`config.mk`:
```
export PLATFORM = sky130hd
export DESIGN_NAME = thq_vcell
export DESIGN_NICKNAME = d
export VERILOG_FILES = /design/src/thq_pkg.sv /design/src/thq_vcell.sv
export SDC_FILE = /design/constraint.sdc
export NUM_CORES = 1
export LEC_CHECK = 0
export BUFFER_PORTS_ARGS = -buffer_cell sky130_fd_sc_hd__buf_2
export CORE_MARGIN = 5
export CORE_UTILIZATION = 40
export CTS_CLUSTER_SIZE = 25
export DETAILED_ROUTE_END_ITERATION = 10
export PLACE_DENSITY = 0.77
export SETUP_SLACK_MARGIN = 0.05
export SKIP_LAST_GASP = 1
export SLEW_MARGIN = 20
export SYNTH_ARGS = -nofsm -noshare
export SYNTH_HDL_FRONTEND = slang
export SYNTH_SLANG_ARGS = --single-unit
```
`constraint.sdc`:
```
create_clock -name clk_i -period 0.8 [get_ports clk_i]
set_clock_uncertainty 0.2 [all_clocks]
set_input_delay 0.04 -clock clk_i [delete_from_list [all_inputs] [get_ports clk_i]]
set_output_delay 0.04 -clock clk_i [all_outputs]
set_load 0.01 [all_outputs]
```
`src/thq_pkg.sv`:
```
// thq_pkg: shared types and constants of the terrain height query block
package thq_pkg;

  localparam int unsigned DEF_MAX_TRIANGLES = 1024;
  localparam int unsigned COORD_W  = 32;
  localparam int unsigned DIFF_W   = 33;
  localparam int unsigned MUL_W    = 35;
  localparam int unsigned PROD_W   = 70;
  localparam int unsigned CROSS_W  = 67;
  localparam int unsigned REST_W   = 69;
  localparam int unsigned NUM_W    = 102;
  localparam int unsigned HI_SHIFT = 34;
  localparam int unsigned MAG_W    = 41;
  localparam int unsigned QUO_W    = 42;
  localparam int unsigned SUM_W    = 43;
  localparam int unsigned DIV_CNT_W = 7;

  typedef enum logic [1:0] {
    KIND_LOAD  = 2'd0,
    KIND_QUERY = 2'd1,
    KIND_CLEAR = 2'd2
  } kind_e;

  typedef enum logic [2:0] {
    ST_IDLE,
    ST_READ,
    ST_MUL,
    ST_TEST,
    ST_NUM,
    ST_DIV,
    ST_OUT
  } state_e;

  typedef struct packed {
    logic signed [COORD_W-1:0] x;
    logic signed [COORD_W-1:0] y;
    logic signed [COORD_W-1:0] z;
  } vtx_t;

  typedef struct packed {
    logic start;
    logic done;
  } div_ctl_t;

endpackage

```
`src/thq_vcell.sv`:
```
// thq_vcell: one vertex cell of the triangle shift chain
module thq_vcell (
  input  logic               clk_i,
  input  logic               shift_i,
  input  thq_pkg::vtx_t      d_i,
  output thq_pkg::vtx_t      q_o
);
  thq_pkg::vtx_t vtx_q;

  always_ff @(posedge clk_i) begin
    if (shift_i) begin
      vtx_q <= d_i;
    end
  end

  assign q_o = vtx_q;
endmodule

```
## Word level (Yosys, flattened, before mapping)

Cells that the tools add are included.

- Register bits after elaboration: 96
- Input port bits: 98
- Output and inout port bits: 96
- Logic and storage cells: 3

## Logic depth before layout (Yosys ltp)

Gate-level depths: netlist (run 1).

- Depth after elaboration: 0
- Depth in mapped cells: 0
- Depth with buffers taken out: 0

## Worst setup path before layout (run 1)

OpenSTA, ideal clock, no wires.

- Path kind: flip-flop to output port
- Start: register vtx_q (netlist bit q_o[0])
- End: output port q_o[0] (netlist bit)
- Arrival: 0.394 ns
- Slack: 0.166 ns
- Cell stages (with the launch flop): 1
- Buffers on the path: 0
- Cell sequence: edfxtp_1

RTL lines:

| item | RTL line | text |
|---|---|---|
| start: declaration | thq_vcell.sv:8 | `thq_pkg::vtx_t vtx_q;` |
| start signal: assignment | thq_vcell.sv:12 | `vtx_q <= d_i;` |
| end: declaration | thq_vcell.sv:6 | `output thq_pkg::vtx_t q_o` |

No word-level cell between the ends.

## Worst setup path in the final report (run 1)

- Start: register vtx_q (netlist bit q_o[7])
- End: output port q_o[7] (netlist bit)

No word-level cell between the ends.

==> results of run 1 <==
[cell families (layout without fill, tap and decap cells)]
kind of cell | count (synthesis) | in the layout | share of synthesized area (%)
DFF | 96 | 96 | 100.0
buffers and inverters | 0 | 259 | 0
[power groups by stage]
| stage | Combinational [uW] | Sequential, uW | Clock [uW] |
|---|---|---|---|
| finish | 1150 | 6070 | 2670 |
| global route | 1240 | 6100 | 3030 |
| floorplan | 0 | 6410 | 0 |
| CTS | 989 | 6060 | 2750 |
| global placement | 956 | 6160 | 0 |
| detailed placement | 988 | 6180 | 0 |
[worst min-delay path by stage]
stage / start / to / slack, ns / cells past startpoint
2_1_floorplan: d_i[0] / q_o[0] / -0.06 / 0
3_3_place_gp: d_i[90] / q_o[90] / 0.02 / 1
3_5_place_dp: d_i[77] / q_o[77] / 0.02 / 1
4_1_cts: d_i[21] / q_o[21] / -0.35 / 1
5_1_grt: d_i[35] / q_o[35] / -0.36 / 1
6_report: d_i[66] / q_o[66] / -0.33 / 1
[layout by cell type (no fill, tap or decap)]
master,n
dlygate4sd3_1,42
clkinv_1,1
buf_4,7
clkbuf_1,2
clkinv_2,1
clkinvlp_4,2
inv_6,1
edfxtp_1,96
buf_2,191
buf_12,2
buf_6,1
clkbuf_8,9
[cell usage after synthesis]
cell       n
edfxtp_1  96
[area by class of cell]
| cell class | instances | area share [%] |
|---|---|---|
| clock buffers | 11 | 2.825 |
| clock inverters | 5 | 0.6995 |
| flip-flops and latches | 96 | 61.99 |
| well taps | 99 | 2.663 |
| repair buffers | 243 | 31.83 |
[metrics by stage]
| step | area [sq um] | TNS (ns) |
|---|---|---|
| floorplan | 2883 | 0 |
| global placement | 4060 | -12.37 |
| detailed placement | 4060 | -13.16 |
| CTS | 4224 | -30.38 |
| global route | 4651 | -33.68 |
| finish | 4651 | -28.15 |
[metal layers]
metal	global-route usage, %	share of wire (%)
met1	14.39	35
met2	22.14	51
met4	5.769	1.6
met3	6.932	12
met5	0	0
[what timing repair did]
| item | 4_1_cts | 5_1_grt |
|---|---|---|
| pin swaps | 0 | 0 |
| setup endpoints to repair | 96 | 96 |
| resized for setup | 0 | 1 |
| hold endpoints to repair | 132 | 134 |
==> flow_summary.ini, run 1 <==
[sta]
timing.hold.ws_ns = -0.3292
finalHoldViolations = 76
tightest_slew_ns = 0.1594
drv_slew = 0
setup_viol = 103
clock.fmax_mhz = 879.5
rsz0062_at_grt = true
min_period_ns = 1.137
maxSlewHeadroom_pct = 89.37
setup_slack_ns = -0.3370
fin_crit_sh_pct = 142.1

[setup_path]
start_kind = flop
path_buf_inv = 1
worstPathMaxFanout = 1
path_delay_family = flip-flops
cp_slowest_stage_delay_ns = 0.40
end_kind = primary output
cpMaxStageDelayCell = edfxtp_1
crit_start = q_o[7]
cp.depth = 1
path_class = flop to primary output
cp-endpoint = q_o[7]
crit_chain = buf_2
crit_required_ns = 0.56
critPathArrivalTime_ns = 0.90

[die]
die-width_um = 94.90
core_sq_um = 7137
start_util_pct = 40.39
die_area_sq_um = 9005
die_h_um = 94.90
ios = 194
rows = 31

[synthesis]
synth_fp_nets = 194
netlist_area_sq_um = 2883
yosysSeqAreaShare_pct = 100.0
yosysUniqueCellTypes = 1
synth_top_area_share_pct = 100.0
syn_inst = 96
syn_avg_cell_area_sq_um = 30.03
synth-seq-cells = 96
synth_area_leaders = edfxtp_1 (100%)
synth.largest_area_cell = edfxtp_1
yosysWarnings = 0

[final_layout]
largest_reg_flops = 96
antennaDiodeCount = 0
area_growth_pct = 61.33
num-multi-input-gates = 0
final_nets = 448
final_cells = 454
register_area_sq_um = 2883
drive_gt1_share_pct = 60.28
nFillCells = 510
final_util_pct = 65.16
multi_input_area_sq_um = 0

[drt]
detail_route.vias_per_cell = 4.302
first_pass_iters = 4
ant_nets = 0
detail_route.iter0.violations = 57
totalWireLength_um = 7415
via_count = 1953
drc_errors = 0
routedWlPerCell_um = 16.33

[power_and_ir_drop]
power.total_uw = 9892
clkPwrFrac_pct = 27.0
power_density_nw_per_um2 = 2127
cellLeakagePower_uw = 0.002002
p_comb_share_pct = 11.6
vdd_ir_drop_max_mv = 1.252
seqPwrFrac_pct = 61.3
switching_power_uw = 2206
swShare_pct = 22.30
p_int_uw = 7687

[clocking]
clockBufferDepth = 2
cts_buffers = 9
cts_root_buffer = clkbuf_8
cts_sinks = 96
cts_tree = yes
clk_pin_slew_ns = 0.09
postCtsSetupRepairBufs = 0
htree_levels = 3

[global_routing]
grt-ovfl-total = 0
antenna_found_initial = 0
grt_max_degree = 32
grt_pass1_wl_um = 8735
grt_util_all_layers_pct = 13.40
grt_pass1_vias = 1799

[placement]
place_ws_ns = -0.1618
io_buffers = 193
place_inst = 396
hpwl_um = 5064
gp_congestion = 0.6875

[outcome]
status = finished with violations
violations = hold timing, setup timing

[job]
drv_cap = 0

[worst_hold_path]
timing.hold.worst.class = input pin to flop
Note: power is estimated with default switching activity, not from simulation.
==> run 2: changes to the inputs <==
==> constraint.sdc (replaced) <==
create_clock -name clk_i -period 1.37 [get_ports clk_i]
set_clock_uncertainty 0.2 [all_clocks]
set_input_delay 0.0685 -clock clk_i [delete_from_list [all_inputs] [get_ports clk_i]]
set_output_delay 0.0685 -clock clk_i [all_outputs]
set_load 0.01 [all_outputs]
==> run 2 against run 1 <==
The flow now finishes without violations. Clock power decreased by 33%. Sequential share of layout area fell by 6.5 points. Power down 38%.
==> flow_summary.ini, run 2 (same netlist as run 1, synthesis figures left out) <==
[outcome]
status = finished clean

[setup_path]
crit_chain = dlygate4sd3_1 > buf_4 > buf_12
path_class = input pin to flop
cp_slowest_stage_delay_ns = 0.53
end_kind = flop
worstPathMaxFanout = 38
crit_start = shift_i
crit_required_ns = 1.22
critPathArrivalTime_ns = 1.09
start_kind = input pin
cpMaxStageDelayCell = dlygate4sd3_1

[final_layout]
layout_commonest_cell = buf_2
antennaDiodeCount = 0
mostFrequentLayoutCells = buf_2 (192), dlygate4sd3_1 (97), edfxtp_1 (96)
area_growth_pct = 80.21
drive_gt1_share_pct = 52.46
largest_reg_flops = 96
final_util_pct = 72.79
final_area_sq_um = 5195
final_nets = 499
num-multi-input-gates = 0
multi_input_area_sq_um = 0

[die]
die-width_um = 94.90
rows = 31
die_h_um = 94.90
start_util_pct = 40.39
core_sq_um = 7137
die_area_sq_um = 9005
ios = 194

[drt]
totalWireLength_um = 8825
first_pass_iters = 4
routedWlPerCell_um = 17.48
detail_route.iter0.violations = 74
ant_nets = 0
drc_errors = 0
via_count = 2169
detail_route.vias_per_cell = 4.295

[clocking]
cts_buffers = 9
cts_sinks = 96
cts_tree = yes
clk_pin_slew_ns = 0.09
cts_root_buffer = clkbuf_8
post_cts_resized = 0
htree_levels = 3
clockBufferDepth = 2

[sta]
drv_slew = 0
tns_ns = 0
setup_slack_ns = 0.1223
finalHoldViolations = 0
tightest_slew_ns = 0.2066
maxSlewHeadroom_pct = 86.23
min_period_ns = 1.248
rsz0062_at_grt = false
clock.fmax_mhz = 801.4
fin_crit_sh_pct = 91.08
setup_viol = 0

[job]
drv_cap = 0

[worst_hold_path]
min_to = q_o[73]
timing.hold.worst.class = input pin to flop
hold_depth = 2
holdCritStartpoint = d_i[73]

[global_routing]
grt_pass1_vias = 2460
grt_max_degree = 39
grt-ovfl-total = 0
grt_util_all_layers_pct = 19.50
antenna_found_initial = 0
grt_pass1_wl_um = 12740

[placement]
gp_congestion = 0.6805
placed_area_sq_um = 4030
place_ws_ns = 0.2935
io_buffers = 193

[power_and_ir_drop]
vdd_ir_drop_max_mv = 1.022
switching_power_uw = 1380
power_density_nw_per_um2 = 1183
p_comb_share_pct = 13.0
seqPwrFrac_pct = 57.8
swShare_pct = 22.45
p_int_uw = 4767
clkPwrFrac_pct = 29.2
cellLeakagePower_uw = 0.002233
[run 2: cell types whose count changed in the layout (fill, tap and decap cells not counted), sizes merged]
cell,delta
clkbuf,-2
buf,-4
clkinv,+2
clkinvlp,-1
dlygate4sd3,+55
bufinv,+1
[run 2: routing by layer]
metal  vias to the layer above  global-route usage, %  share of wire (%)
met5                         -                      0                  0
met4                         0                  6.731                1.5
met3                        13                  6.932                 12
met2                       137                  35.11                 51
met1                      1020                  21.15                 35
li1                        999                      -                  -
[run 2: power by group through the flow]
stage | logic (uW) | registers, uW | clock network [uW]
after floorplan | 0 | 3740 | 0
after global placement | 550 | 3590 | 0
after detailed placement | 566 | 3610 | 0
after CTS | 781 | 3540 | 1830
after global routing | 850 | 3570 | 1980
final | 800 | 3550 | 1800
[run 2: timing repair]
action	CTS	global route
hold buffers	97	0
endpoints found under the hold margin	105	0
setup buffers	0	0
[run 2: layout make-up]
type,instances,area (sq um)
clock buffers,9,123.9
clock inverters,7,70.07
fillers,461,1942
flip-flops and latches,96,2883
well taps,99,123.9
repair buffers,294,1994
[run 2: worst max-delay path by stage]
stage,endpoint
6_report,q_o[38]
5_1_grt,q_o[40]
4_1_cts,q_o[33]
3_5_place_dp,q_o[24]
3_3_place_gp,q_o[21]
2_1_floorplan,q_o[0]
[run 2: worst max-delay path, delay by kind of cell]
family,cells,cell delay [ns]
buf+inv,3,1.01
[run 2: through the flow]
step,total power [uW],hold WS (ns),std cells
after floorplan,3744,-0.03263,96
after global placement,4144,0.04475,392
after detailed placement,4172,0.04660,392
after CTS,6147,0.1954,505
after global routing,6399,0.2146,505
final,6146,0.2162,505
==> run 3: changes to the inputs <==
--- a/config.mk
+++ b/config.mk
@@ -6,7 +6,7 @@
 export NUM_CORES = 1
 export LEC_CHECK = 0
 export BUFFER_PORTS_ARGS = -buffer_cell sky130_fd_sc_hd__buf_2
-export CORE_MARGIN = 5
+export CORE_MARGIN = 2
 export CORE_UTILIZATION = 40
 export CTS_CLUSTER_SIZE = 25
 export DETAILED_ROUTE_END_ITERATION = 10
==> run 3 against run 2 <==
Via count rose by 1.8%. Critical endpoint is now q_o[0]. First-iteration DRC count rose by 49%. Cell area fell by 0.53%. Utilization rose by 2.4 points. Setup slack improved by 0.022 ns. Hold slack got worse by 0.20 ns. Die area fell by 12%. Critical path depth fell by 2. Global-route usage rose by 4.4 points.
==> flow_summary.ini, run 3 (same netlist as run 1, synthesis figures left out) <==
[outcome]
status = finished clean

[drt]
detail_route.iter0.violations = 110
drc_errors = 0
via_count = 2208
detail_route.vias_per_cell = 4.425
totalWireLength_um = 9274
ant_nets = 0
first_pass_iters = 4
routedWlPerCell_um = 18.59

[job]
drv_cap = 0

[setup_path]
cpMaxStageDelayCell = edfxtp_1
path_buf_inv = 1
worstPathMaxFanout = 1
path_delay_family = flip-flops
cp_slowest_stage_delay_ns = 0.43
cp.depth = 1
critPathArrivalTime_ns = 0.96
crit_required_ns = 1.10
end_kind = primary output
path_class = flop to primary output
crit_chain = buf_2
start_kind = flop

[worst_hold_path]
min_to = q_o[94]
timing.hold.worst.class = input pin to flop
holdCritStartpoint = shift_i
hold_depth = 2

[final_layout]
largest_reg_flops = 96
multi_input_area_sq_um = 0
antennaDiodeCount = 0
register_area_sq_um = 2883
layout_commonest_cell = buf_2
mostFrequentLayoutCells = buf_2 (192), dlygate4sd3_1 (96), edfxtp_1 (96)
nFillCells = 403
drive_gt1_share_pct = 52.11
final_util_pct = 75.23
final_nets = 496
area_growth_pct = 79.25
num-multi-input-gates = 0

[clocking]
cts_buffers = 9
clockBufferDepth = 2
cts_sinks = 96
post_cts_resized = 0
postCtsSetupRepairBufs = 0
cts_root_buffer = clkbuf_8
htree_levels = 3
clk_pin_slew_ns = 0.11
cts_tree = yes
holdBufCountCts = 96

[die]
ios = 194
rows = 30
start_util_pct = 41.97
core_sq_um = 6869
die_h_um = 88.90
die_area_sq_um = 7902
die-width_um = 88.90

[global_routing]
grt_max_degree = 53
use_met1_pct = 23.03
grt_util_all_layers_pct = 23.92
groute.layer.met2.usage_pct = 44.37
grt_pass1_wl_um = 12940
gr-max-usage-layer = met2
grt-ovfl-total = 0
grtUsageMet3_pct = 7.202
grt_pass1_vias = 2428
antenna_found_initial = 0

[sta]
setup_viol = 0
setup_slack_ns = 0.1439
clock.fmax_mhz = 815.6
rsz0062_at_grt = false
tightest_slew_ns = 0.2714
tns_ns = 0
fin_crit_sh_pct = 89.50
finalHoldViolations = 0
maxSlewHeadroom_pct = 81.90
min_period_ns = 1.226
drv_slew = 0

[placement]
hpwl_um = 5319
place_ws_ns = 0.3630
io_buffers = 193
gp_congestion = 0.7367

[power_and_ir_drop]
power_density_nw_per_um2 = 1201
p_int_uw = 4771
cellLeakagePower_uw = 0.002212
vdd_ir_drop_max_mv = 0.6942
swShare_pct = 23.10
switching_power_uw = 1433
clkPwrFrac_pct = 29.8
p_comb_share_pct = 13.0
seqPwrFrac_pct = 57.3
[run 3: area by class of cell]
class / instances / share of cell area (%)
Timing Repair Buffer: 291 / 38.11
Clock inverter: 6 / 1.308
Clock buffer: 10 / 2.470
Sequential cell: 96 / 55.79
Tap cell: 96 / 2.324
[run 3: how the worst max path moves through the flow]
| stage | startpoint | to | slack, ns |
|---|---|---|---|
| floorplan | q_o[0] | q_o[0] | 0.71 |
| global placement | shift_i | q_o[27] | 0.38 |
| detailed placement | shift_i | q_o[12] | 0.36 |
| CTS | q_o[74] | q_o[74] | 0.17 |
| global route | q_o[74] | q_o[74] | 0.11 |
| finish | q_o[0] | q_o[0] | 0.14 |
[run 3: per-stage QoR]
stage	std cells	hold WS [ns]	cell area, sq um	total power (uW)
global placement	387	0.04528	4011	4153
finish	499	0.01629	5167	6204
floorplan	96	-0.03263	2883	3744
global route	499	0.008495	5167	6442
detailed placement	387	0.04659	4011	4177
CTS	499	0.009373	5167	6167
[run 3: power groups by stage]
stage	registers [uW]	logic, uW	clock network, uW
CTS	3540	785	1840
global route	3580	854	2010
detailed placement	3610	567	0
finish	3550	804	1850
global placement	3600	552	0
floorplan	3740	0	0
[run 3: per-layer routing]
metal	share of wire, %	vias to the layer above	wire length (um)
met4	4.2	0	389
li1	-	994	-
met1	33	1062	3068
met3	7.8	25	721
met5	0	-	0
met2	55	127	5095
