## src/thq_pkg.sv

```systemverilog
// thq_pkg: shared types and constants of the terrain height query block
package thq_pkg;

  localparam int unsigned DEF_MAX_TRIANGLES = 1024;
  localparam int unsigned COORD_W  = 32;
  localparam int unsigned DIFF_W   = 33;
  localparam int unsigned MUL_W    = 35;
  localparam int unsigned PROD_W   = 70;
  localparam int unsigned CROSS_W  = 67;
  localparam int unsigned REST_W   = 69;
  localparam int unsigned NUM_W    = 102;
  localparam int unsigned HI_SHIFT = 34;
  localparam int unsigned MAG_W    = 41;
  localparam int unsigned QUO_W    = 42;
  localparam int unsigned SUM_W    = 43;
  localparam int unsigned DIV_CNT_W = 7;

  typedef enum logic [1:0] {
    KIND_LOAD  = 2'd0,
    KIND_QUERY = 2'd1,
    KIND_CLEAR = 2'd2
  } kind_e;

  typedef enum logic [2:0] {
    ST_IDLE,
    ST_READ,
    ST_MUL,
    ST_TEST,
    ST_NUM,
    ST_DIV,
    ST_OUT
  } state_e;

  typedef struct packed {
    logic signed [COORD_W-1:0] x;
    logic signed [COORD_W-1:0] y;
    logic signed [COORD_W-1:0] z;
  } vtx_t;

  typedef struct packed {
    logic start;
    logic done;
  } div_ctl_t;

endpackage

```

## src/thq_div.sv

```systemverilog
// thq_div: bit-serial rounding divider with magnitude clamp
module thq_div (
  input  logic                                 clk_i,
  input  logic                                 rst_ni,
  input  thq_pkg::div_ctl_t                    ctl_i,
  input  logic signed [thq_pkg::NUM_W-1:0]     num_i,
  input  logic signed [thq_pkg::CROSS_W-1:0]   den_i,
  output logic                                 done_o,
  output logic signed [thq_pkg::QUO_W-1:0]     quo_o
);
  localparam int unsigned NW = thq_pkg::NUM_W;
  localparam int unsigned DW = thq_pkg::CROSS_W;
  localparam logic [NW-1:0] QClamp = NW'(64'd1 << (thq_pkg::MAG_W - 1));

  logic [NW-1:0]               n_q;
  logic [NW-1:0]               q_q;
  logic [DW-1:0]               du_q;
  logic [DW-1:0]               rem_q;
  logic                        neg_q;
  logic                        busy_q;
  logic                        done_q;
  logic [thq_pkg::DIV_CNT_W-1:0] cnt_q;
  logic [DW:0]                 r2;
  logic                        rnd;
  logic [NW-1:0]               qr;
  logic [thq_pkg::MAG_W-1:0]   mag;

  assign r2 = {rem_q, n_q[NW-1]};

  always_ff @(posedge clk_i or negedge rst_ni) begin
    if (!rst_ni) begin
      busy_q <= 1'b0;
      done_q <= 1'b0;
      cnt_q  <= '0;
    end else begin
      done_q <= 1'b0;
      if (ctl_i.start) begin
        busy_q <= 1'b1;
        cnt_q  <= thq_pkg::DIV_CNT_W'(NW);
      end else if (busy_q) begin
        cnt_q <= cnt_q - 1'b1;
        if (cnt_q == thq_pkg::DIV_CNT_W'(1)) begin
          busy_q <= 1'b0;
          done_q <= 1'b1;
        end
      end
    end
  end

  always_ff @(posedge clk_i) begin
    if (ctl_i.start) begin
      n_q   <= num_i[NW-1] ? NW'(-num_i) : NW'(num_i);
      du_q  <= den_i[DW-1] ? DW'(-den_i) : DW'(den_i);
      neg_q <= num_i[NW-1] ^ den_i[DW-1];
      rem_q <= '0;
      q_q   <= '0;
    end else if (busy_q) begin
      n_q <= {n_q[NW-2:0], 1'b0};
      if (r2 >= {1'b0, du_q}) begin
        rem_q <= DW'(r2 - {1'b0, du_q});
        q_q   <= {q_q[NW-2:0], 1'b1};
      end else begin
        rem_q <= DW'(r2);
        q_q   <= {q_q[NW-2:0], 1'b0};
      end
    end
  end

  // round half away from zero, then clamp the magnitude
  always_comb begin
    rnd = ({rem_q, 1'b0} >= {1'b0, du_q});
    qr  = q_q + NW'(rnd);
    mag = (qr > QClamp) ? thq_pkg::MAG_W'(QClamp) : thq_pkg::MAG_W'(qr);
    quo_o = neg_q ? -$signed({1'b0, mag}) : $signed({1'b0, mag});
  end

  assign done_o = done_q;

  assert property (@(posedge clk_i) disable iff (!rst_ni)
    ctl_i.start |-> !busy_q)
    else $error("divider restarted while busy");
  assert property (@(posedge clk_i) disable iff (!rst_ni)
    done_q |-> !busy_q)
    else $error("divider done while still busy");
  assert property (@(posedge clk_i) disable iff (!rst_ni)
    (busy_q && cnt_q == thq_pkg::DIV_CNT_W'(1)) |=> done_q)
    else $error("divider missed its done pulse");
endmodule

```

## config.mk

```make
export PLATFORM = sky130hd
export DESIGN_NAME = thq_div
export DESIGN_NICKNAME = d
export VERILOG_FILES = /design/src/thq_pkg.sv /design/src/thq_div.sv
export SDC_FILE = /design/constraint.sdc
export NUM_CORES = 1
export LEC_CHECK = 0
export BUFFER_PORTS_ARGS = -buffer_cell sky130_fd_sc_hd__buf_4
export CAP_MARGIN = 10
export CORE_ASPECT_RATIO = 1.25
export CORE_UTILIZATION = 33
export DETAILED_ROUTE_END_ITERATION = 16
export PLACE_DENSITY = 0.58
export SYNTH_ARGS = -nofsm -noshare
export SYNTH_HDL_FRONTEND = slang
export SYNTH_SLANG_ARGS = --single-unit
```

## constraint.sdc

```tcl
create_clock -name clk_i -period 9.4 [get_ports clk_i]
set_clock_uncertainty 0.15 [all_clocks]
set_input_delay 0.94 -clock clk_i [delete_from_list [all_inputs] [get_ports clk_i]]
set_output_delay 0.94 -clock clk_i [all_outputs]
set_load 0.05 [all_outputs]
```

Yosys cells after proc, flatten, opt, wreduce, memory -nomap -nowiden
Index checks and enable logic that the tools add are counted.

Register bits: 348. Output and inout port bits: 43. Word-level logic and storage cells: 37.

Add/sub/neg operators: 6. $lt $le $gt $ge: 3. Eq/ne operators: 1. Multiplexer cells: 16. Bitwise operators: 1. Reductions and logical operators: 1.

Operators with widths (count): $mux W102 (3); $ge A68 B67 Y1 (2); $add A102 B1 Y102 (1); $gt A102 B41 Y1 const B (1); $neg A102 Y102 (1); $mux W67 (1); $neg A67 Y67 (1); $sub A67 B67 Y67 (1); $mux W66 (1); $mux W42 (1); $neg A41 Y42 (1); $mux W41 (1); $mux W7 (2); $eq A7 B1 Y1 const B (1); $mux W1 (7); $sub A7 B1 Y7 const B (1); $reduce_bool A2 Y1 (1); $xor A1 B1 Y1 (1).

Logic depth before layout (Yosys ltp)
Gate-level depths: netlist of the first run.

Depth after elaboration: 6. Depth in mapped cells: 35. Gate-level depth less buffers: 30.

Worst setup path after synthesis of the first run
OpenSTA, ideal clock, no wires.

Path type: register to output. From: register du_q[48]. To: output port quo_o[24] (netlist bit). Arrival time: 7.833 ns. Data required time: 8.310 ns. Setup slack: 0.477 ns. Stages on the path, launching flop included: 35. Cell sequence: edfxtp_1 inv_1 ha_1 clkbuf_1 nand4_1 or2_2 nor3_1 and3b_1 and4_1 o21ai_0 nand2_1 ha_1 ha_1 clkbuf_1 nand2_1 clkbuf_1 nor3_1 nand4_1 nor2_1 nor3_1 a31oi_1 nor2_1 a41oi_1 nor2_1 and2_1 inv_1 ha_1 clkbuf_1 inv_1 or4_1 nor2_1 inv_1 o311ai_0 mux2i_1 nor3_1.

Cells in the longest elaborated chain, start to end: 6.

Ends and longest elaborated chain: start: declaration (RTL line thq_div.sv:17) `logic [DW-1:0] du_q;`; start signal: assignment (RTL line thq_div.sv:53) `du_q <= den_i[DW-1] ? DW'(-den_i) : DW'(den_i);`; $ge A68 B67 Y1 * (RTL line thq_div.sv:71) `rnd = ({rem_q, 1'b0} >= {1'b0, du_q});`; $add A102 B1 Y102 * (RTL line thq_div.sv:72) `qr = q_q + NW'(rnd);`; $gt A102 B41 Y1 (RTL line thq_div.sv:73) `mag = (qr > QClamp) ? thq_pkg::MAG_W'(QClamp) : thq_pkg::MAG_W'(qr);`; $mux W41 * (RTL line thq_div.sv:73); $neg A41 Y42 (RTL line thq_div.sv:74) `quo_o = neg_q ? -$signed({1'b0, mag}) : $signed({1'b0, mag});`; $mux W42 * (RTL line thq_div.sv:74); end: declaration (RTL line thq_div.sv:9) `output logic signed [thq_pkg::QUO_W-1:0] quo_o`.

Mark *: on every way between the ends. The rest lies on a longest branch, timed or not.

Worst setup path in the final report of the first run
From: register du_q[51]. To: output port quo_o[24] (netlist bit).

The elaborated chain is that of the path after synthesis.

==> run_results.csv, run 1 <==
group,metric,value,unit
status,outcome,"complete, no violations",
synth,yosysTopAreaCellShare,20.0,%
hold_path,whs_path_depth,2,
sta,setup_viol,0,
synth,ys_seq_elements,348,
clock_tree,cts_buffers,43,
detailed_routing,routed_wl,69.0,mm
grt,groute.usage.overall,17.1,%
synth,post-synth-top-area-cell,"edfxtp_1",
floorplan,die_y,313,um
floorplan,coreArea,76300,um2
power,power.leakage,12.1,nW
detailed_routing,wire_per_inst,16.3,um
synth,synthCells,3135,
clock_tree,clockBufferDepth,3,
critical_path,path_class,"reg -> out",
placement,port-buffer-count,214,
sta,max_slew_margin,31.9,%
run,cap_violations,0,
clock_tree,h-tree-depth,2,
critical_path,arrival,7.62,ns
sta,setup_tns,0,ns
critical_path,crit_slowest_cell,"nor4_1",
sta,finalHoldViolCount,0,
synth,synth_enable_flop_cells,170,
grt,antenna_found_initial,2,
detailed_routing,ant_nets,0,
cells_and_area,nets,3470,
critical_path,path_max_fanout,12,
synth,ys_async_sr_fraction,2.59,%
clock_tree,clk_latency,0.59,ns
synth,avgSynthCellArea,8.16,um2
critical_path,max_stage_delay,0.65,ns
synth,synth.distinct_cells,79,
floorplan,die_area,78700,um2
critical_path,worstSetupEndpointType,"output port",
synth,synth_area,25600,um2
sta,whs,0.347,ns
synth,synthesis.nets,3383,
critical_path,cp-start-kind,"flip-flop",
detailed_routing,dr.pass1.iters,5,
placement,gp_congestion,0.916,
detailed_routing,via_per_inst,5.33,
floorplan,rows,113,
power,power_density,233,nW/um2
cells_and_area,layout-drive-gt1-share,11.6,%
clock_tree,clock-root-buffer,"clkbuf_16",
grt,grt_first_pass_wirelength,112,mm
hold_path,hold_class,"reg -> reg",
floorplan,die_x,251,um
sta,fin_crit_sh,92.6,%
critical_path,reg2reg_depth,14,
synth,yosysWarnings,0,
cells_and_area,synthToLayoutAreaGrowth,14.9,%
sta,worst_pin_slew,1.02,ns
synth,ys_top_cells_by_area,"edfxtp_1, dfxtp_1, nor2_1",
floorplan,start_util,33.5,%
grt,grt_max_degree,112,
clock_tree,cts.clk_slew.worst_paths,0.06,ns
critical_path,cp_common_cell,"inv_1",
sta,min_period,8.71,ns
power,peakVddDrop,0.000194,V
grt,grt_overflow,0,
detailed_routing,drcViolationCount,0,
synth,ys_seq_area_share,34.1,%
grt,grt_pass1_vias,21500,
synth,synth_flop_cell,"edfxtp_1",
clock_tree,tritoncts,"done",
sta,max_freq,115,MHz
detailed_routing,vias,22600,
clock_tree,cts.sinks,348,
floorplan,ios,216,
critical_path,critPathRequiredTime,8.31,ns
sta,report.final.slew_viol_count,0,
detailed_routing,drt-initial-drc-count,1308,
placement,place_hpwl,50.9,mm
[metal layers]
layer  part of all wire (%)  wire (um)  vias up  GRT usage [%]
li1                       -          -    11500              -
met2                     48      33300      419           29.7
met3                    4.1       2800      103           2.32
met1                     45      31000    10500           21.8
met4                    2.8       1930        2           5.64
met5                  0.019         13        -              0
[worst paths after layout]
kind / start / endpoint / slack (ns)
setup / recovery: du_q[51]$_DFFE_PP_ / quo_o[24] / 0.69
hold / removal: rem_q[63]$_SDFFE_PP0P_ / rem_q[63]$_SDFFE_PP0P_ / 0.35
setup reg to reg: n_q[101]$_DFFE_PP_ / rem_q[62]$_SDFFE_PP0P_ / 4.93
hold reg to reg: rem_q[63]$_SDFFE_PP0P_ / rem_q[63]$_SDFFE_PP0P_ / 0.35
max in group asynchronous: rst_ni / cnt_q[3]$_DFFE_PN0P_ / 8.26
min in group asynchronous: rst_ni / done_o$_DFF_PN0_ / 0.69
[flip-flops by register name, summed over array words and instances (netlist names)]
register  count
busy_q        1
cnt_q         7
done_o        1
du_q         67
n_q         102
neg_q         1
q_q         102
rem_q        67
[per-stage QoR]
step	std cells	util, %	total power [mW]	cell area, um2	setup WS (ns)
after floorplan	3135	-	4.37	25600	0.477
after global placement	4151	36.5	5.20	27900	0.783
after detailed placement	4151	36.5	5.20	27900	0.779
after CTS	4231	38.4	6.91	29300	0.111
after global routing	4234	38.5	7.32	29400	-0.000938
final	4234	38.5	6.86	29400	0.692
[power by group]
part | leakage [nW] | internal, mW | switching [mW] | total (mW)
combinational | 8.25 | 1.21 | 2.04 | 3.25
clock | 0.685 | 0.959 | 0.701 | 1.66
sequential | 3.17 | 1.82 | 0.128 | 1.95
total | 12.1 | 3.99 | 2.87 | 6.86
[layout by cell type, fill, tap and decap left out, types with 46 or more instances in the layout]
cell type	count
nor2_1	428
buf_4	239
nand2_1	228
a21oi_1	218
edfxtp_1	170
dfxtp_1	169
xnor2_1	165
xor2_1	158
o21ai_0	138
mux2i_1	129
inv_1	112
nand4_1	91
nand3_1	83
nor3_1	78
ha_1	72
nor4_1	61
a21o_1	60
o31ai_1	57
a211oi_1	52
or3_1	46
[synth_stat cells, types with 8 or more instances]
| master | n |
|---|---|
| buf_1 | 11 |
| dfxtp_1 | 169 |
| and2_1 | 19 |
| o21ai_0 | 139 |
| nor2b_1 | 24 |
| edfxtp_1 | 170 |
| inv_1 | 112 |
| ha_1 | 74 |
| o211ai_1 | 19 |
| or3_1 | 46 |
| xor2_1 | 158 |
| o41ai_1 | 29 |
| mux2i_1 | 129 |
| dfrtp_1 | 9 |
| nand4_1 | 91 |
| nand2b_1 | 25 |
| nand2_1 | 230 |
| a211oi_1 | 52 |
| o22ai_1 | 9 |
| nor3_1 | 81 |
| o21bai_1 | 15 |
| a21oi_1 | 218 |
| nor4_1 | 63 |
| clkbuf_1 | 187 |
| or2_2 | 25 |
| a31oi_1 | 23 |
| nor2_1 | 430 |
| a311oi_1 | 8 |
| and3_1 | 26 |
| nand3_1 | 84 |
| or4_1 | 32 |
| and4_1 | 12 |
| o31ai_1 | 57 |
| a21o_1 | 60 |
| xnor2_1 | 165 |
| a21boi_0 | 8 |
| nand3b_1 | 11 |
| o21a_1 | 16 |
[cells by family (layout without fill, tap and decap cells)]
| logic type | Yosys count | count (layout) | synth area share (%) |
|---|---|---|---|
| AO/OA/AOI/OAI | 717 | 717 | 18.0 |
| XOR/XNOR | 323 | 323 | 11.1 |
| adder cells (fa/ha/maj) | 75 | 75 | 3.70 |
| buffers and inverters | 313 | 434 | 4.60 |
| flip-flops | 348 | 348 | 34.1 |
| multiplexers | 133 | 133 | 5.22 |
| other | 0 | 1 | 0 |
| AND/OR/NAND/NOR | 1226 | 1226 | 23.3 |
[final cells by class]
type | count | area [um2]
clock buffer | 53 | 1180
clock inverter | 26 | 254
multi-input combinational | 2474 | 15800
sequential | 348 | 8720
tap | 977 | 1220
inverter | 113 | 424
antenna | 1 | 2.50
fill | 7949 | 47000
timing repair buffer | 242 | 1830
[critical path: cells and delay by family (launching register included)]
family | cells | cell delay (ns)
flip-flops | 1 | 0.33
adder cells (fa/ha/maj) | 3 | 0.80
buffers and inverters | 6 | 0.72
multiplexers | 2 | 0.32
AND/OR/NAND/NOR | 18 | 4.42
AO/OA/AOI/OAI | 2 | 0.41
[timing repair]
item,in CTS,in global routing
gates resized for setup,0,15
hold buffers,1,0
endpoints found under the hold margin,5,0
buffers inserted,0,2
setup endpoints to repair,0,19
Power figures use the tool's default switching activity.
==> inputs of run 2 (changes only) <==
- clock period: 9.4 -> 9 ns (I/O delays scaled with it)
==> run 2 against run 1 <==
Sequential share of layout area about the same. Highest routed layer unchanged. Largest power group unchanged. Critical path type unchanged. Power up 2.9%. First-iteration DRC count up 4.7%.
==> run_results.csv, run 2 (synthesized netlist as in run 1, its figures left out) <==
group,metric,value,unit
critical_path,critPathRequiredTime,7.95,ns
critical_path,max_stage_delay,0.58,ns
detailed_routing,vias,22600,
grt,use_met2,30.0,%
sta,finalHoldViolCount,0,
sta,setup_tns,0,ns
cells_and_area,fin_util,38.5,%
hold_path,hold_class,"reg -> reg",
cells_and_area,final_common_cell,"nor2_1",
detailed_routing,drt-initial-drc-count,1369,
critical_path,cp-start-kind,"flip-flop",
sta,report.final.slew_viol_count,0,
status,outcome,"complete, no violations",
grt,grt_max_degree,205,
critical_path,crit_slowest_cell,"or4_1",
grt,grt_overflow,0,
critical_path,path_class,"reg -> out",
run,cap_violations,0,
grt,groute.usage.overall,17.1,%
clock_tree,cts.clk_slew.worst_paths,0.06,ns
placement,port-buffer-count,214,
detailed_routing,drcViolationCount,0,
power,power.leakage,12.1,nW
grt,grt_pass1_vias,21400,
floorplan,start_util,33.5,%
power,power,7.06,mW
floorplan,ios,216,
sta,fin_crit_sh,93.7,%
detailed_routing,dr.pass1.iters,5,
power,peakVddDrop,0.000134,V
detailed_routing,wire_per_inst,16.3,um
detailed_routing,via_per_inst,5.33,
placement,place_hpwl,50.7,mm
sta,worst_pin_slew,1.08,ns
cells_and_area,reg_top3,"n_q (102), q_q (102)",
critical_path,arrival,7.39,ns
clock_tree,clk_latency,0.56,ns
critical_path,path_max_fanout,12,
detailed_routing,ant_nets,0,
cells_and_area,multi_input_area,15800,um2
cells_and_area,layout-drive-gt1-share,11.8,%
floorplan,die_area,78700,um2
grt,grt_use_met1,21.7,%
cells_and_area,fillers,7926,
clock_tree,cts_buffers,40,
grt,grt_first_pass_wirelength,112,mm
cells_and_area,diodes,0,
grt,grt_use_met3,2.37,%
grt,grt-busiest-layer,"met2",
floorplan,coreArea,76300,um2
cells_and_area,synthToLayoutAreaGrowth,14.9,%
sta,max_freq,119,MHz
clock_tree,tritoncts,"done",
critical_path,worstSetupEndpointType,"output port",
sta,max_slew_margin,27.7,%
floorplan,rows,113,
cells_and_area,final_cell_mix,"nor2_1, buf_4, nand2_1, a21oi_1, edfxtp_1",
floorplan,die_x,251,um
critical_path,cp_common_cell,"buf_4",
power,power_density,240,nW/um2
clock_tree,clockBufferDepth,3,
placement,gp_congestion,0.923,
sta,min_period,8.44,ns
clock_tree,cts.sinks,348,
clock_tree,h-tree-depth,2,
grt,antenna_found_initial,1,
sta,setup_viol,0,
sta,rsz0062_at_grt,"no",
clock_tree,clock-root-buffer,"clkbuf_16",
detailed_routing,routed_wl,69.0,mm
floorplan,die_y,313,um
cells_and_area,final-seq-area,8720,um2
cells_and_area,nets,3475,
run 2: cell count changes in the layout (fill, tap and decap cells not counted), moves of 2 or more:
cell | previous run | this run
clkbuf_16 | 45 | 42
ha_2 | 1 | 5
nor4_1 | 61 | 59
buf_4 | 239 | 247
clkinv_1 | 0 | 4
ha_1 | 72 | 68
clkbuf_8 | 2 | 6
clkinv_2 | 9 | 6
clkinvlp_4 | 7 | 2
run 2: power breakdown:
part	switching (mW)	total, mW	internal [mW]
logic	2.12	3.40	1.27
clock network	0.689	1.63	0.938
registers	0.134	2.03	1.90
run 2: per-layer routing:
layer	vias up	share of wire, %
li1	11500	-
met1	10500	45
met2	453	49
met3	95	3.9
met4	2	2.6
met5	-	0.019
run 2: repair_timing:
| action | CTS | global route |
|---|---|---|
| hold endpoints to repair | 9 | 0 |
| gates cloned | 0 | 0 |
| endpoints found under the setup margin | 2 | 20 |
| setup buffers | 0 | 5 |
| hold buffers | 1 | 0 |
| resized for setup | 1 | 24 |
| pin swaps | 0 | 3 |
run 2: cell type report:
type | count | share of cell area, %
clock buffers | 54 | 3.94
repair buffers | 250 | 6.46
inverters | 113 | 1.44
multi-input cells | 2474 | 53.8
flip-flops and latches | 348 | 29.7
well taps | 977 | 4.16
clock inverters | 20 | 0.507
run 2: final timing paths:
kind	slack [ns]	endpoint	depth (start not counted)	start
setup / recovery	0.56	quo_o[32]	34	du_q[54]$_DFFE_PP_
hold / removal	0.35	rem_q[63]$_SDFFE_PP0P_	2	rem_q[63]$_SDFFE_PP0P_
setup reg to reg	4.50	rem_q[62]$_SDFFE_PP0P_	14	n_q[101]$_DFFE_PP_
hold reg to reg	0.35	rem_q[63]$_SDFFE_PP0P_	2	rem_q[63]$_SDFFE_PP0P_
max in group asynchronous	7.87	busy_q$_DFF_PN0_	2	rst_ni
min in group asynchronous	0.67	done_o$_DFF_PN0_	2	rst_ni
run 2: per-stage QoR:
step | instance area (um2) | hold slack (ns) | cells | worst slack (ns)
4_1_cts | 29300 | 0.350 | 4231 | 0.0305
2_1_floorplan | 25600 | 0.317 | 3135 | 0.117
5_1_grt | 29400 | 0.374 | 4236 | 0.00644
6_report | 29400 | 0.350 | 4236 | 0.564
3_3_place_gp | 27900 | 0.335 | 4156 | 0.618
3_5_place_dp | 27900 | 0.340 | 4156 | 0.630
run 2: worst max-delay path, delay by kind of cell (launching register included):
family,cells,cell delay [ns]
fa+ha+maj,4,1.01
buf+inv,7,1.00
flops,1,0.33
xor+xnor,1,0.15
compound gates,4,0.52
simple gates,18,3.82
